==> src/hw/rtl/elhc_pkg.sv <==
// Shared types, constants and reset values of the link header classifier.
package elhc_pkg;

    localparam int unsigned HDR_MAX     = 26;
    localparam int unsigned HDR_FIRST   = 12;
    localparam int unsigned VIEW_BYTES  = HDR_MAX - HDR_FIRST;
    localparam int unsigned ETH_LEN     = 14;
    localparam int unsigned TAG_LEN     = 4;
    localparam int unsigned LLC_LEN     = 3;
    localparam int unsigned SNAP_LEN    = 5;
    localparam int unsigned OFFSET_MAX  = 31;
    localparam int unsigned QUEUE_DEPTH = 2;

    localparam logic [7:0]  SAP_SNAP     = 8'haa;
    localparam logic [7:0]  CTRL_UI      = 8'h03;

    localparam logic [15:0] LENGTH_LIMIT_RST = 16'd1500;
    localparam logic [15:0] VLAN_TYPE_RST    = 16'h8100;
    localparam logic [23:0] ORG_ETHER_RST    = 24'h000000;
    localparam logic [23:0] ORG_APPLE_RST    = 24'h080007;
    localparam logic [23:0] ORG_CISCO_RST    = 24'h00000c;

    localparam int unsigned CFG_INDEX_W = 3;
    localparam int unsigned CFG_DATA_W  = 24;

    typedef enum logic [CFG_INDEX_W-1:0] {
        REG_LENGTH_LIMIT = 3'd0,
        REG_VLAN_TYPE    = 3'd1,
        REG_ORG_ETHER    = 3'd2,
        REG_ORG_APPLE    = 3'd3,
        REG_ORG_CISCO    = 3'd4
    } reg_index_t;

    typedef enum logic [2:0] {
        KIND_TRUNC      = 3'd0,
        KIND_ETHERNET   = 3'd1,
        KIND_LLC        = 3'd2,
        KIND_SNAP_ETHER = 3'd3,
        KIND_SNAP_APPLE = 3'd4,
        KIND_SNAP_CISCO = 3'd5,
        KIND_SNAP_OTHER = 3'd6
    } kind_t;

    typedef struct packed {
        logic [15:0] length_limit;
        logic [15:0] vlan_type;
        logic [23:0] org_ether;
        logic [23:0] org_apple;
        logic [23:0] org_cisco;
    } cfg_t;

    // Frame length and header bytes 12 to 25 of one finished frame
    typedef struct packed {
        logic [5:0]                 len;
        logic [VIEW_BYTES-1:0][7:0] view;
    } desc_t;

    typedef struct packed {
        kind_t       kind;
        logic        vlan_tagged;
        logic [15:0] next_protocol;
        logic [4:0]  header_length;
        logic [7:0]  dest_sap;
        logic [7:0]  source_sap;
    } result_t;

endpackage

==> src/hw/rtl/ethernet_link_header_classifier_unit.sv <==
// Top level of the Ethernet link header classifier.
//
//  channel   handshake          payload
//  input     push / full        frame_byte, last_byte
//  result    empty / pop        frame_kind, vlan_tagged, next_protocol,
//                               header_length, dest_sap, source_sap
//  config    cfg_write          cfg_index, cfg_data
//
// One byte is taken every cycle while full is low; the descriptor of a frame whose
// last-byte mark was taken is registered in the descriptor queue, then in the output register.
// full rises only when the descriptor queue holds QUEUE_DEPTH finished frames
// and the output register is held by a stalled reader.
// Reset clears the byte counter, empties the queue and output register and loads the
// register defaults; no clearing pass is needed.
module ethernet_link_header_classifier_unit import elhc_pkg::*;
#(
    parameter int unsigned QUEUE_DEPTH = elhc_pkg::QUEUE_DEPTH
)
(
    input  logic                   clk,
    input  logic                   rst_n,
    input  logic                   push,
    output logic                   full,
    input  logic [7:0]             frame_byte,
    input  logic                   last_byte,
    output logic                   empty,
    input  logic                   pop,
    output logic [2:0]             frame_kind,
    output logic                   vlan_tagged,
    output logic [15:0]            next_protocol,
    output logic [4:0]             header_length,
    output logic [7:0]             dest_sap,
    output logic [7:0]             source_sap,
    input  logic                   cfg_write,
    input  logic [CFG_INDEX_W-1:0] cfg_index,
    input  logic [CFG_DATA_W-1:0]  cfg_data
);

    cfg_t    cfg_reg;
    cfg_t    cfg_next;
    logic    accept;
    logic    desc_push;
    desc_t   desc_in;
    desc_t   desc_out;
    logic    desc_pop;
    logic    desc_empty;
    logic    desc_full;
    result_t res;

    always_comb
    begin
        cfg_next = cfg_reg;
        if (cfg_write)
        begin
            case (cfg_index)
                REG_LENGTH_LIMIT: cfg_next.length_limit = cfg_data[15:0];
                REG_VLAN_TYPE:    cfg_next.vlan_type    = cfg_data[15:0];
                REG_ORG_ETHER:    cfg_next.org_ether    = cfg_data;
                REG_ORG_APPLE:    cfg_next.org_apple    = cfg_data;
                REG_ORG_CISCO:    cfg_next.org_cisco    = cfg_data;
                default:          cfg_next = cfg_reg;
            endcase
        end
    end

    always_ff @(posedge clk or negedge rst_n)
    begin
        if (!rst_n)
        begin
            cfg_reg.length_limit <= LENGTH_LIMIT_RST;
            cfg_reg.vlan_type    <= VLAN_TYPE_RST;
            cfg_reg.org_ether    <= ORG_ETHER_RST;
            cfg_reg.org_apple    <= ORG_APPLE_RST;
            cfg_reg.org_cisco    <= ORG_CISCO_RST;
        end
        else
            cfg_reg <= cfg_next;
    end

    assign full   = desc_full;
    assign accept = push && !desc_full;

    elhc_front u_front (
        .clk        (clk),
        .rst_n      (rst_n),
        .accept     (accept),
        .frame_byte (frame_byte),
        .last_byte  (last_byte),
        .desc_push  (desc_push),
        .desc       (desc_in)
    );

    elhc_queue #(
        .WIDTH ($bits(desc_t)),
        .DEPTH (QUEUE_DEPTH)
    ) u_queue (
        .clk     (clk),
        .rst_n   (rst_n),
        .wr_en   (desc_push),
        .wr_data (desc_in),
        .rd_en   (desc_pop),
        .rd_data (desc_out),
        .empty   (desc_empty),
        .full    (desc_full)
    );

    elhc_back u_back (
        .clk        (clk),
        .rst_n      (rst_n),
        .cfg        (cfg_reg),
        .desc       (desc_out),
        .desc_empty (desc_empty),
        .desc_pop   (desc_pop),
        .pop        (pop),
        .empty      (empty),
        .res        (res)
    );

    assign frame_kind    = res.kind;
    assign vlan_tagged   = res.vlan_tagged;
    assign next_protocol = res.next_protocol;
    assign header_length = res.header_length;
    assign dest_sap      = res.dest_sap;
    assign source_sap    = res.source_sap;

endmodule

==> src/hw/rtl/elhc_front.sv <==
// Front end: byte counter and header capture, emits one descriptor per frame.
module elhc_front import elhc_pkg::*;
(
    input  logic       clk,
    input  logic       rst_n,
    input  logic       accept,
    input  logic [7:0] frame_byte,
    input  logic       last_byte,
    output logic       desc_push,
    output desc_t      desc
);

    logic [4:0]                 offset_reg;
    logic [4:0]                 offset_next;
    logic [VIEW_BYTES-1:0][7:0] hdr_reg;

    always_comb
    begin
        offset_next = offset_reg;
        if (accept)
        begin
            if (last_byte)
                offset_next = '0;
            else if (offset_reg != 5'(OFFSET_MAX))
                offset_next = offset_reg + 5'd1;
        end
    end

    always_ff @(posedge clk or negedge rst_n)
    begin
        if (!rst_n)
            offset_reg <= '0;
        else
            offset_reg <= offset_next;
    end

    always_ff @(posedge clk)
    begin
        for (int k = 0; k < VIEW_BYTES; k++)
        begin
            if (accept && offset_reg == 5'(HDR_FIRST + k))
                hdr_reg[k] <= frame_byte;
        end
    end

    // Merge the final byte into the captured header
    always_comb
    begin
        desc.len = {1'b0, offset_reg} + 6'd1;
        for (int k = 0; k < VIEW_BYTES; k++)
        begin
            if (offset_reg == 5'(HDR_FIRST + k))
                desc.view[k] = frame_byte;
            else
                desc.view[k] = hdr_reg[k];
        end
    end

    assign desc_push = accept && last_byte;

    a_offset_restart: assert property (@(posedge clk) disable iff (!rst_n)
        accept && last_byte |=> offset_reg == '0)
        else $error("byte offset did not restart after the last byte");

endmodule

==> src/hw/rtl/elhc_queue.sv <==
// Small register queue carrying frame descriptors from front to back.
module elhc_queue import elhc_pkg::*;
#(
    parameter int unsigned WIDTH = 8,
    parameter int unsigned DEPTH = QUEUE_DEPTH
)
(
    input  logic             clk,
    input  logic             rst_n,
    input  logic             wr_en,
    input  logic [WIDTH-1:0] wr_data,
    input  logic             rd_en,
    output logic [WIDTH-1:0] rd_data,
    output logic             empty,
    output logic             full
);

    localparam int unsigned PTR_W = (DEPTH > 1) ? $clog2(DEPTH) : 1;
    localparam int unsigned CNT_W = $clog2(DEPTH + 1);

    logic [WIDTH-1:0] mem_reg [DEPTH];
    logic [PTR_W-1:0] wr_ptr_reg;
    logic [PTR_W-1:0] rd_ptr_reg;
    logic [CNT_W-1:0] count_reg;
    logic [PTR_W-1:0] wr_ptr_next;
    logic [PTR_W-1:0] rd_ptr_next;
    logic [CNT_W-1:0] count_next;
    logic             do_wr;
    logic             do_rd;

    assign empty = (count_reg == '0);
    assign full  = (count_reg == CNT_W'(DEPTH));
    assign do_wr = wr_en && !full;
    assign do_rd = rd_en && !empty;
    assign rd_data = mem_reg[rd_ptr_reg];

    always_comb
    begin
        wr_ptr_next = wr_ptr_reg;
        rd_ptr_next = rd_ptr_reg;
        count_next  = count_reg;
        if (do_wr)
            wr_ptr_next = (wr_ptr_reg == PTR_W'(DEPTH - 1)) ? '0 : wr_ptr_reg + PTR_W'(1);
        if (do_rd)
            rd_ptr_next = (rd_ptr_reg == PTR_W'(DEPTH - 1)) ? '0 : rd_ptr_reg + PTR_W'(1);
        if (do_wr && !do_rd)
            count_next = count_reg + CNT_W'(1);
        else if (do_rd && !do_wr)
            count_next = count_reg - CNT_W'(1);
    end

    always_ff @(posedge clk or negedge rst_n)
    begin
        if (!rst_n)
        begin
            wr_ptr_reg <= '0;
            rd_ptr_reg <= '0;
            count_reg  <= '0;
        end
        else
        begin
            wr_ptr_reg <= wr_ptr_next;
            rd_ptr_reg <= rd_ptr_next;
            count_reg  <= count_next;
        end
    end

    always_ff @(posedge clk)
    begin
        if (do_wr)
            mem_reg[wr_ptr_reg] <= wr_data;
    end

    a_count_bound: assert property (@(posedge clk) disable iff (!rst_n)
        count_reg <= CNT_W'(DEPTH))
        else $error("queue count above depth");

endmodule

==> src/hw/rtl/elhc_back.sv <==
// Back end: decodes a frame descriptor and holds the result for the reader.
module elhc_back import elhc_pkg::*;
(
    input  logic    clk,
    input  logic    rst_n,
    input  cfg_t    cfg,
    input  desc_t   desc,
    input  logic    desc_empty,
    output logic    desc_pop,
    input  logic    pop,
    output logic    empty,
    output result_t res
);

    result_t     res_reg;
    result_t     res_next;
    logic        valid_reg;
    logic        valid_next;

    logic [15:0] t0;
    logic [15:0] t1;
    logic        eth_ok;
    logic        has_tag;
    logic        tag_ok;
    logic        llc;
    logic [5:0]  base;
    logic [7:0]  d;
    logic [7:0]  s;
    logic [7:0]  c;
    logic [23:0] org;
    logic [15:0] snap_proto;

    assign t0      = {desc.view[0], desc.view[1]};
    assign t1      = {desc.view[4], desc.view[5]};
    assign eth_ok  = desc.len >= 6'(ETH_LEN);
    assign has_tag = eth_ok && (t0 > cfg.length_limit) && (t0 == cfg.vlan_type);
    assign tag_ok  = has_tag && desc.len >= 6'(ETH_LEN + TAG_LEN);
    assign llc     = (eth_ok && t0 <= cfg.length_limit) || (tag_ok && t1 <= cfg.length_limit);
    assign base    = has_tag ? 6'(ETH_LEN + TAG_LEN) : 6'(ETH_LEN);

    always_comb
    begin
        if (has_tag)
        begin
            d          = desc.view[6];
            s          = desc.view[7];
            c          = desc.view[8];
            org        = {desc.view[9], desc.view[10], desc.view[11]};
            snap_proto = {desc.view[12], desc.view[13]};
        end
        else
        begin
            d          = desc.view[2];
            s          = desc.view[3];
            c          = desc.view[4];
            org        = {desc.view[5], desc.view[6], desc.view[7]};
            snap_proto = {desc.view[8], desc.view[9]};
        end
    end

    always_comb
    begin
        result_t r;
        r               = '0;
        r.kind          = KIND_TRUNC;
        r.vlan_tagged   = has_tag;
        if (eth_ok && !llc)
        begin
            if (!has_tag)
            begin
                r.kind          = KIND_ETHERNET;
                r.next_protocol = t0;
                r.header_length = 5'(ETH_LEN);
            end
            else if (tag_ok)
            begin
                r.kind          = KIND_ETHERNET;
                r.next_protocol = t1;
                r.header_length = 5'(ETH_LEN + TAG_LEN);
            end
        end
        if (llc && desc.len >= base + 6'(LLC_LEN))
        begin
            if (d == SAP_SNAP && s == SAP_SNAP && c == CTRL_UI)
            begin
                if (desc.len >= base + 6'(LLC_LEN + SNAP_LEN))
                begin
                    if (org == cfg.org_ether)
                        r.kind = KIND_SNAP_ETHER;
                    else if (org == cfg.org_apple)
                        r.kind = KIND_SNAP_APPLE;
                    else if (org == cfg.org_cisco)
                        r.kind = KIND_SNAP_CISCO;
                    else
                        r.kind = KIND_SNAP_OTHER;
                    r.next_protocol = snap_proto;
                    r.header_length = 5'(base + 6'(LLC_LEN + SNAP_LEN));
                    r.dest_sap      = d;
                    r.source_sap    = s;
                end
            end
            else
            begin
                r.kind          = KIND_LLC;
                r.header_length = 5'(base + 6'(LLC_LEN));
                r.dest_sap      = d;
                r.source_sap    = s;
            end
        end
        res_next = r;
    end

    // Refill the output register when it is free or being drained
    assign desc_pop = !desc_empty && (!valid_reg || pop);

    always_comb
    begin
        valid_next = valid_reg;
        if (desc_pop)
            valid_next = 1'b1;
        else if (pop)
            valid_next = 1'b0;
    end

    always_ff @(posedge clk or negedge rst_n)
    begin
        if (!rst_n)
            valid_reg <= 1'b0;
        else
            valid_reg <= valid_next;
    end

    always_ff @(posedge clk)
    begin
        if (desc_pop)
            res_reg <= res_next;
    end

    assign empty = !valid_reg;
    assign res   = res_reg;

    a_trunc_clean: assert property (@(posedge clk) disable iff (!rst_n)
        valid_reg && res_reg.kind == KIND_TRUNC |->
            res_reg.header_length == '0 && res_reg.next_protocol == '0)
        else $error("truncated frame carries header fields");

    a_eth_no_sap: assert property (@(posedge clk) disable iff (!rst_n)
        valid_reg && res_reg.kind == KIND_ETHERNET |->
            res_reg.dest_sap == '0 && res_reg.source_sap == '0)
        else $error("Ethernet II frame reports LLC SAPs");

endmodule

==> config.mk <==
export PLATFORM = sky130hd
export DESIGN_NAME = ethernet_link_header_classifier_unit
export DESIGN_NICKNAME = d
export VERILOG_FILES = /design/src/hw/rtl/elhc_pkg.sv /design/src/hw/rtl/ethernet_link_header_classifier_unit.sv /design/src/hw/rtl/elhc_front.sv /design/src/hw/rtl/elhc_queue.sv /design/src/hw/rtl/elhc_back.sv
export SDC_FILE = /design/constraint.sdc
export NUM_CORES = 1
export LEC_CHECK = 0
export ABC_CLOCK_PERIOD_IN_PS = 8300
export BUFFER_PORTS_ARGS = -buffer_cell sky130_fd_sc_hd__buf_2
export CORE_ASPECT_RATIO = 0.8
export CORE_MARGIN = 2
export CORE_UTILIZATION = 62
export DETAILED_ROUTE_END_ITERATION = 7
export HOLD_SLACK_MARGIN = 0.06
export PLACE_DENSITY = 0.83
export SETUP_SLACK_MARGIN = 0.4
export SLEW_MARGIN = 40
export SYNTH_ARGS = -nofsm -noshare
export SYNTH_HDL_FRONTEND = slang
export SYNTH_SLANG_ARGS = --single-unit
==> constraint.sdc <==
create_clock -name clk -period 8.3 [get_ports clk]
set_clock_uncertainty 0.1 [all_clocks]
set_input_delay 1.245 -clock clk [delete_from_list [all_inputs] [get_ports clk]]
set_output_delay 1.245 -clock clk [all_outputs]
set_load 0.005 [all_outputs]
==> results of run 1 <==
cell usage in the layout (no fill, tap or decap), types with 5 or more instances in the layout:
master,synthesis,final
or4_1,8,8
bufinv_16,0,7
a211oi_1,25,25
nand4_1,32,32
mux2i_1,66,64
clkinv_2,0,6
o22ai_1,7,7
dfrtp_1,99,98
nor2_1,49,45
a21oi_1,59,59
xnor2_1,44,44
a21o_1,10,10
nor4_1,13,13
edfxtp_1,389,389
ha_1,42,42
dfstp_2,15,15
nor2b_1,20,20
nor3_1,8,7
buf_4,0,13
and2_1,12,12
o21ai_0,65,65
nand3_1,14,14
nor4b_1,6,6
and3_1,7,6
xor2_1,39,39
mux2_4,5,5
o211ai_1,15,15
buf_2,11,82
mux2_2,249,249
clkbuf_1,46,8
clkinv_1,0,5
nand2_1,67,66
inv_1,31,30
clkbuf_16,0,49
worst max-delay path: cells and delay by family (launching register included):
| kind | cells | cell delay (ps) |
|---|---|---|
| adders and majority gates | 1 | 310 |
| muxes | 1 | 460 |
| xor gates and xnor gates | 1 | 190 |
| AOI/OAI and AO/OA | 5 | 2530 |
| and+or+nand+nor | 4 | 1330 |
| DFF | 1 | 980 |
cells in the mapped netlist, types with 3 or more instances:
cell	count	share of area [%]
a21oi_1	59	1.3
or3_1	4	0.11
a22o_1	3	0.12
and3_1	7	0.20
buf_1	3	0.050
nor4bb_1	3	0.13
ha_1	42	2.3
o21ai_1	3	0.067
mux2_2	249	13
nor4_1	13	0.36
buf_6	3	0.15
mux2_4	5	0.34
edfxtp_1	389	52
a31oi_1	4	0.11
mux2i_1	66	3.0
inv_1	31	0.52
dfrtp_1	99	11
nor3_1	8	0.18
dfstp_2	15	1.8
o21ai_0	65	1.5
a211oi_1	25	0.84
nand4_1	32	0.89
or4_1	8	0.27
nor2_1	49	0.82
and2_1	12	0.34
nor4b_1	6	0.23
clkbuf_1	46	0.77
xnor2_1	44	1.7
a21o_1	10	0.34
nand2b_1	4	0.11
nand2_1	67	1.1
xor2_1	39	1.5
o211ai_1	15	0.50
nor2b_1	20	0.56
nand3_1	14	0.31
o22ai_1	7	0.20
buf_2	11	0.25
stage by stage:
stage | cell area, µm² | hold WS (ps) | std cells | worst slack (ps)
finish | 25000 | 414 | 2111 | 2110
global route | 25000 | 442 | 2111 | 1810
CTS | 25000 | 419 | 2110 | 2370
detailed placement | 23300 | 395 | 2024 | 2400
global placement | 23300 | 384 | 2022 | 2140
floorplan | 22400 | 360 | 1508 | 1160
logic make-up (layout without fill, tap and decap cells):
| kind of cell | count (synthesis) | after routing | synth area share [%] |
|---|---|---|---|
| mux | 321 | 321 | 15.9 |
| fa+ha+maj | 42 | 42 | 2.35 |
| compound gates | 205 | 205 | 5.57 |
| buf+inv | 94 | 217 | 1.74 |
| xor+xnor | 83 | 83 | 3.25 |
| flops | 503 | 503 | 65.0 |
| simple gates | 260 | 260 | 6.17 |
area by class of cell:
| class | instances | area, µm² |
|---|---|---|
| clock buffer | 62 | 1320 |
| clock inverter | 24 | 310 |
| fill | 2313 | 10800 |
| inverter | 31 | 119 |
| multi-input combinational | 911 | 7490 |
| sequential | 503 | 14600 |
| tap | 480 | 601 |
| timing repair buffer | 100 | 589 |
worst paths after layout:
path,to,cells after the start
min reg2reg,u_back.valid_reg,2
min,u_back.valid_reg,2
max reg2reg,u_back.res[39],12
min in group asynchronous,cfg_reg[12],1
max,u_back.res[39],12
max in group asynchronous,cfg_reg[43],3
power breakdown:
group | total [mW] | switching [mW] | internal (mW)
sequential | 3.44 | 0.281 | 3.16
clock | 2.28 | 0.934 | 1.34
combinational | 2.03 | 1.26 | 0.769
per-layer routing:
metal	vias up	track usage [%]	wire, µm
met5	-	0	0
met4	0	8.65	1600
met3	128	5.93	5430
met2	769	45.7	25500
met1	6921	45.5	24000
li1	5912	-	-
==> flow_summary.yaml, run 1 <==
global_route:
  grt_max_degree: 68
  grt_pass1_wl_um: 84200
  grt_antenna_before_repair: 0
  overflow: 0
  grt_pass1_vias: 13400
  track_usage_pct: 30.3
yosys:
  synth_edf_count: 389
  synthesis.nets: 1591
  yosysWarnings: 0
  ys_ff_latch: 503
  synth.distinct_cells: 59
  ys_seq_area_share_pct: 65.0
  synthFlopType: "edfxtp_1"
  syn_inst: 1508
  synth.avg_cell_area_um2: 14.8
  async_flop_share_pct: 22.7
  syn_area_mm2: 0.0224
layout:
  largest_reg_flops: 236
  utilization_pct: 69.9
  synthToLayoutAreaGrowth_pct: 11.6
  n_antenna_cell: 0
  drive_above_1_share_pct: 28.6
  nets: 1678
clock_network:
  clock_sinks: 503
  cts_max_path_buffers: 3
  post-cts-setup-buffer-count: 0
  hold_buffers: 0
  htree_num_levels: 2
  cts-resized-gates: 0
  clk_pin_slew_worst_paths_ps: 70
  clk_latency_ps: 570
  clockRootBuffer: "clkbuf_16"
  cts_tree: "yes"
  cts_made_buffers: 48
detailed_routing:
  drt_iter0_drc: 2098
  drt_pass1_iterations: 8
  antenna_left: 0
  vias_per_cell: 6.50
  drcViolationCount: 0
  num_vias: 13700
  wl_um: 56500
  routedWlPerCell_um: 26.8
floorplanning:
  dieHeight_um: 174
  ios: 84
  die-area_mm2: 0.0376
  die_x_um: 216
  core_mm2: 0.0358
  rows: 62
  start_util_pct: 62.6
placement:
  place_congestion: 0.979
  dp_hpwl_um: 37800
  port_buffers: 83
hold_path:
  hold_path.class: "reg -> reg"
  hp-start: "u_back.valid_reg"
sta:
  timing.final.crit_share_pct: 74.6
  timing.fmax_mhz: 161
  slew_violations: 0
  setup_violations: 0
  worst_pin_slew_ps: 913
  rsz0062_at_grt: "no"
  setup_tns_ps: 0
  maxSlewHeadroom_pct: 39.0
  hold_violations: 0
  period_minus_slack_ps: 6190
worst_setup_path:
  worstPathMaxFanout: 53
  setup.worst_path.start: "u_queue.rd_ptr_reg"
  worstPathArrival_ps: 6420
  r2r-start: "u_queue.rd_ptr_reg"
  critPathLaunchType: "flip-flop"
  crit_path_max_incr_delay_ps: 980
  cp.required_ps: 8520
  path_cells: "mux2_2 > ha_1 > nand4_1 > a2111oi_1 > o31a_1 > nand2_2 > o21ai_1 > xor2_1 > nand4_1 > nor4_1 > a21boi_0 > o21ba_1"
  crit_path_end_kind: "flip-flop"
  reg2reg_setup_slack_ps: 2110
  cp_common_cell: "nand4_1"
  crit_slowest_cell: "dfrtp_4"
  path_class: "reg -> reg"
status:
  status: "finished, final reports clean"
pwr:
  max-vdd-ir-drop_mv: 0.270
  pwr_density_cell_mw_per_mm2: 310
  p_leak_nw: 9.06
  totalPowerFinal_mw: 7.75
job:
  drv_cap: 0
Power figures use the tool's default switching activity.
==> run 2, diff against run 1 <==
--- a/config.mk
+++ b/config.mk
@@ -5,14 +5,15 @@
 export SDC_FILE = /design/constraint.sdc
 export NUM_CORES = 1
 export LEC_CHECK = 0
-export ABC_CLOCK_PERIOD_IN_PS = 8300
+export ABC_AREA = 1
+export ABC_CLOCK_PERIOD_IN_PS = 5300
 export BUFFER_PORTS_ARGS = -buffer_cell sky130_fd_sc_hd__buf_2
 export CORE_ASPECT_RATIO = 0.8
 export CORE_MARGIN = 2
-export CORE_UTILIZATION = 62
+export CORE_UTILIZATION = 56
 export DETAILED_ROUTE_END_ITERATION = 7
 export HOLD_SLACK_MARGIN = 0.06
-export PLACE_DENSITY = 0.83
+export PLACE_DENSITY = 0.79
 export SETUP_SLACK_MARGIN = 0.4
 export SLEW_MARGIN = 40
 export SYNTH_ARGS = -nofsm -noshare
==> constraint.sdc (replaced) <==
create_clock -name clk -period 5.3 [get_ports clk]
set_clock_uncertainty 0.1 [all_clocks]
set_input_delay 0.795 -clock clk [delete_from_list [all_inputs] [get_ports clk]]
set_output_delay 0.795 -clock clk [all_outputs]
set_load 0.005 [all_outputs]
==> run 2 against run 1 <==
  * Global-route usage up 0.20 points
  * Sequential share of layout area down 1.3 points
  * Hold slack worse by 300 ps
  * Cell area up 2.2%
  * Synthesized cell count up 48%
  * Largest cell class unchanged
  * Largest power group unchanged
==> flow_summary.yaml, run 2 <==
clock_network:
  cts_made_buffers: 50
  clk_latency_ps: 590
  cts_max_path_buffers: 3
  clk_pin_slew_worst_paths_ps: 60
  cts_tree: "yes"
  htree_num_levels: 2
  hold_buffers: 0
  clock_sinks: 503
  clockRootBuffer: "clkbuf_16"
floorplanning:
  ios: 84
  start_util_pct: 56.7
  dieHeight_um: 185
  core_mm2: 0.0405
  rows: 66
  die_x_um: 231
  die-area_mm2: 0.0427
sta:
  holdWs_ps: 112
  slew_violations: 0
  timing.fmax_mhz: 220
  maxSlewHeadroom_pct: 41.9
  period_minus_slack_ps: 4550
  hold_violations: 0
  rsz0062_at_grt: "no"
  timing.final.crit_share_pct: 85.8
  worst_pin_slew_ps: 863
  setup_violations: 0
layout:
  final_common_cell: "nand2_1"
  synthToLayoutAreaGrowth_pct: 11.1
  nets: 2390
  utilization_pct: 63.0
  n_antenna_cell: 0
  largest_reg_flops: 236
  final_cell_mix: "nand2_1 (649), edfxtp_1 (389), o21ai_0 (247)"
  drive_above_1_share_pct: 11.1
worst_setup_path:
  worstPathMaxFanout: 32
  worstPathArrival_ps: 4890
  r2r-start: "u_queue.rd_ptr_reg"
  setup.worst_path.start: "u_queue.rd_ptr_reg"
  critPathLaunchType: "flip-flop"
  cp.required_ps: 5640
  crit_path_end_kind: "flip-flop"
  path_class: "reg -> reg"
detailed_routing:
  drt_pass1_iterations: 6
  routedWlPerCell_um: 22.4
  drt_iter0_drc: 2809
  drcViolationCount: 0
  num_vias: 17200
  antenna_left: 0
  vias_per_cell: 5.96
  wl_um: 64600
global_route:
  grt_antenna_before_repair: 0
  overflow: 0
  grt_pass1_wl_um: 96400
  track_usage_pct: 30.5
  grt_max_degree: 119
  grt_pass1_vias: 15700
yosys:
  synth_most_common_cell: "nand2_1"
  async_flop_share_pct: 22.7
  ys_seq_area_share_pct: 63.3
  synthTopCellsByArea: "edfxtp_1 (51%), dfrtp_1 (11%), nand2_1 (11%), o21ai_0 (5.4%), inv_1 (2.6%)"
  yosysWarnings: 0
  ys_ff_latch: 503
  synth.distinct_cells: 44
  synth_edf_count: 389
  synth.top_cell.area_share_pct: 50.8
  synthesis.nets: 2321
  synth.avg_cell_area_um2: 10.3
  syn_inst: 2238
  synthFlopType: "edfxtp_1"
  yosysTopAreaCell: "edfxtp_1"
  syn_area_mm2: 0.0230
  synthTopCellsByCount: "nand2_1 (651), edfxtp_1 (389), o21ai_0 (247)"
pwr:
  power_frac_clock_pct: 27.8
  p_comb_share_pct: 30.6
  max-vdd-ir-drop_mv: 0.280
  switchingPower_mw: 4.65
  pwr_density_cell_mw_per_mm2: 503
  swShare_pct: 36.2
  p_leak_nw: 10.7
  internal-power_mw: 8.20
  power.share.sequential_pct: 41.6
placement:
  port_buffers: 83
  place_congestion: 1.01
  dp_hpwl_um: 44700
hold_path:
  hold_path.class: "in -> async"
job:
  drv_cap: 0
status:
  status: "finished, final reports clean"
==> run 2: cell types whose count changed in the layout (fill, tap and decap cells not counted), sizes merged, moves of 14 or more <==
cell	before	now
o21ai	68	251
nor2	50	162
xnor2	44	2
nand3b	1	66
nor2b	20	1
mux2i	67	49
nand3	14	110
inv	33	167
mux2	254	0
a211oi	25	1
o32ai	0	14
nand2	67	689
a21oi	59	29
xor2	39	5
==> run 2: metal layers <==
layer  vias to the layer above  part of all wire, %  wire length, µm  track usage (%)
li1                       7752                    -                -                -
met1                      8167                   41            26500             45.3
met2                      1174                   42            27100             43.9
met3                       136                   14             8820             7.64
met4                         0                  3.4             2190             10.5
met5                         -                    0                0                0
==> run 2: cell type report <==
type	instances	area [µm²]
sequential	503	14600
fill	3084	15000
inverter	166	627
multi-input combinational	1484	7440
clock inverter	27	297
timing repair buffer	102	602
clock buffer	63	1330
tap	544	681
==> run 2: logic make-up after synthesis <==
group / Yosys count / synth area share (%)
and+or+nand+nor: 1078 / 20.3
DFF: 503 / 63.3
AOI/OAI and AO/OA: 308 / 7.18
buffers and inverters: 251 / 4.51
muxes: 49 / 2.13
adders and majority gates: 42 / 2.29
xor gates and xnor gates: 7 / 0.267
==> run 2: critical path: stages, from the launching register on <==
cell	delay, ps
dfrtp_4	650
inv_4	260
buf_4	340
buf_4	420
or2_2	170
o21ai_0	180
inv_1	150
ha_1	250
a21oi_1	170
o21ai_0	120
a21oi_1	170
o31ai_1	80
nand2_1	90
nand2_1	60
o21ai_2	110
nand2_2	210
inv_2	360
nand4_1	160
nand2_1	130
inv_1	50
a21oi_1	120
==> run 2: repair_timing <==
action                     CTS  global route
gates resized for setup      0             2
setup endpoints to repair    0            13
hold endpoints to repair     0             0
setup buffers                0             0
==> run 2: through the flow <==
stage	cell area, µm²	std cells	setup TNS, ps	worst slack (ps)	total power, mW
2_1_floorplan	23000	2238	-360190	-1530	7.81
3_3_place_gp	23900	2798	0	874	9.09
3_5_place_dp	23900	2799	0	742	9.21
4_1_cts	25500	2889	0	696	12.7
5_1_grt	25500	2889	0	423	13.4
6_report	25500	2889	0	755	12.9
==> run 2: power by group through the flow <==
stage	Clock [mW]	Combinational [mW]	Sequential, mW
3_3_place_gp	0	3.71	5.38
5_1_grt	3.74	4.31	5.38
4_1_cts	3.58	3.83	5.33
2_1_floorplan	0	2.56	5.26
6_report	3.57	3.93	5.35
3_5_place_dp	0	3.81	5.40
==> run 2: path summary, 6_finish.rpt <==
check,endpoint,slack [ps],depth (start not counted)
worst max-delay path,u_back.res[38],750,20
worst min-delay path,cfg_reg[81],110,1
worst max register to register,u_back.res[38],750,20
worst min register to register,cfg_reg[101],390,2
max in group asynchronous,cfg_reg[23],3840,2
min in group clk,u_back.valid_reg,320,2
==> run 3, diff against run 2 <==
--- a/config.mk
+++ b/config.mk
@@ -8,9 +8,11 @@
 export ABC_AREA = 1
 export ABC_CLOCK_PERIOD_IN_PS = 5300
 export BUFFER_PORTS_ARGS = -buffer_cell sky130_fd_sc_hd__buf_2
+export CELL_PAD_IN_SITES_DETAIL_PLACEMENT = 1
+export CELL_PAD_IN_SITES_GLOBAL_PLACEMENT = 2
 export CORE_ASPECT_RATIO = 0.8
 export CORE_MARGIN = 2
-export CORE_UTILIZATION = 56
+export CORE_UTILIZATION = 37
 export DETAILED_ROUTE_END_ITERATION = 7
 export HOLD_SLACK_MARGIN = 0.06
 export PLACE_DENSITY = 0.79
==> run 3 against run 2 <==
  * Setup slack worse by 35 ps
  * Largest power group unchanged
  * Global-route usage down 6.1 points
  * Cell count up 11%
  * Sequential share of layout area down 1.1 points
  * Critical endpoint is now u_back.res[21]
  * First-iteration DRC count down 39%
  * Hold slack better by 160 ps
==> flow_summary.yaml, run 3 (synthesis results as in run 2) <==
status:
  status: "finished, final reports clean"
sta:
  slew_violations: 0
  rsz0062_at_grt: "no"
  hold_violations: 0
  period_minus_slack_ps: 4580
  maxSlewHeadroom_pct: 42.2
  setup_tns_ps: 0
  timing.final.crit_share_pct: 86.4
  timing.fmax_mhz: 218
  setup_violations: 0
  worst_pin_slew_ps: 859
worst_setup_path:
  path_cells: "buf_4 > nand2_1 > nand2_1 > ha_1 > nand4_1 > nor3_1 > nor2b_1 > a21oi_2 > nand2_2 > buf_4 > ha_1 > a211oi_1 > nor2_2 > inv_1 > nor2_1 > inv_2 > o32ai_1 > nand3_1 > o211ai_1"
  crit_buf_inv: 4
  cp_top_family: "simple AND/OR/NAND/NOR gates"
  reg2reg_setup_slack_ps: 720
  worstPathMaxFanout: 21
  worstPathArrival_ps: 4840
  critPathLaunchType: "flip-flop"
  cp.required_ps: 5560
  crit_slowest_cell: "dfrtp_4"
  crit_path_max_incr_delay_ps: 580
  path_class: "reg -> reg"
  crit_path_end_kind: "flip-flop"
layout:
  final_area_mm2: 0.0260
  drive_above_1_share_pct: 12.1
  n_fill_cell: 6804
  utilization_pct: 42.5
  final_common_cell: "nand2_1"
  final_cell_mix: "nand2_1 (649), edfxtp_1 (389), o21ai_0 (246)"
  synthToLayoutAreaGrowth_pct: 13.3
  nets: 2406
  largest_reg_flops: 236
detailed_routing:
  drt_pass1_iterations: 5
  drt_iter0_drc: 1710
  drcViolationCount: 0
  wl_um: 77700
  num_vias: 17000
  vias_per_cell: 5.31
  antenna_left: 0
  routedWlPerCell_um: 24.3
global_route:
  track_usage_pct: 24.4
  grt_pass1_wl_um: 114000
  grt_pass1_vias: 17100
  grt_antenna_before_repair: 6
  overflow: 0
  grt_max_degree: 119
pwr:
  p_leak_nw: 10.8
  pwr_density_cell_mw_per_mm2: 507
  max-vdd-ir-drop_mv: 0.261
  totalPowerFinal_mw: 13.2
floorplanning:
  die-area_mm2: 0.0642
  core_mm2: 0.0613
  die_x_um: 283
  rows: 81
  dieHeight_um: 227
  start_util_pct: 37.5
  ios: 84
hold_path:
  hold_path.class: "in -> reg"
clock_network:
  htree_num_levels: 2
  clk_latency_ps: 630
  clk_pin_slew_worst_paths_ps: 60
  clockRootBuffer: "clkbuf_16"
  cts_max_path_buffers: 3
  cts_made_buffers: 53
  cts_tree: "yes"
  clock_sinks: 503
placement:
  place_congestion: 0.901
  dpl-instance-area_mm2: 0.0244
  dp_hpwl_um: 55100
  port_buffers: 83
job:
  drv_cap: 0
run 3: metrics by stage:
step	hold WS [ps]	std cells	setup WS, ps
floorplan	353	2238	-1530
global placement	369	3095	697
detailed placement	377	3097	544
CTS	246	3195	539
global route	270	3195	428
finish	271	3197	720
run 3: cell type report:
| class | count | area (µm²) | area share [%] |
|---|---|---|---|
| diodes | 2 | 5.00 | 0.0192 |
| clock buffers | 64 | 1370 | 5.25 |
| clock inverters | 33 | 292 | 1.12 |
| inverters | 166 | 629 | 2.42 |
| multi-input cells | 1484 | 7470 | 28.7 |
| flip-flops and latches | 503 | 14600 | 55.9 |
| well taps | 830 | 1040 | 3.99 |
| repair buffers | 115 | 689 | 2.65 |
run 3: worst reg2reg max path, stage by stage, from the launching register on:
cell,delay [ps]
dfrtp_4,580
buf_4,250
nand2_1,130
nand2_1,110
ha_1,340
nand4_1,130
nor3_1,270
nor2b_1,210
a21oi_2,70
nand2_2,110
buf_4,330
ha_1,300
a211oi_1,420
nor2_2,170
inv_1,110
nor2_1,60
inv_2,240
o32ai_1,140
nand3_1,150
o211ai_1,100
run 3: final timing paths:
check                                    from          endpoint  cells past startpoint
setup / recovery           u_queue.rd_ptr_reg    u_back.res[21]                     19
hold / removal                            pop  u_back.valid_reg                      2
setup reg to reg           u_queue.rd_ptr_reg    u_back.res[21]                     19
hold reg to reg                   cfg_reg[89]       cfg_reg[89]                      2
max in group asynchronous               rst_n       cfg_reg[48]                      3
min in group asynchronous               rst_n      cfg_reg[103]                      2
run 3: power breakdown:
part | total, mW | leakage (nW) | internal, mW | switching (mW)
combinational | 4.25 | 4.99 | 1.21 | 3.05
clock | 3.64 | 0.803 | 2.00 | 1.64
sequential | 5.32 | 4.98 | 4.95 | 0.374
run 3: routing by layer:
metal | track usage [%] | share of wire (%)
met2 | 36.0 | 42
met4 | 6.50 | 2.2
met1 | 37.3 | 48
met3 | 3.97 | 7.1
met5 | 0 | 0
run 3: repair_timing:
action / in CTS / in global routing
buffers inserted: 0 / 0
resized for setup: 0 / 3
endpoints found under the setup margin: 0 / 19
hold buffers: 1 / 0
hold endpoints to repair: 1 / 0
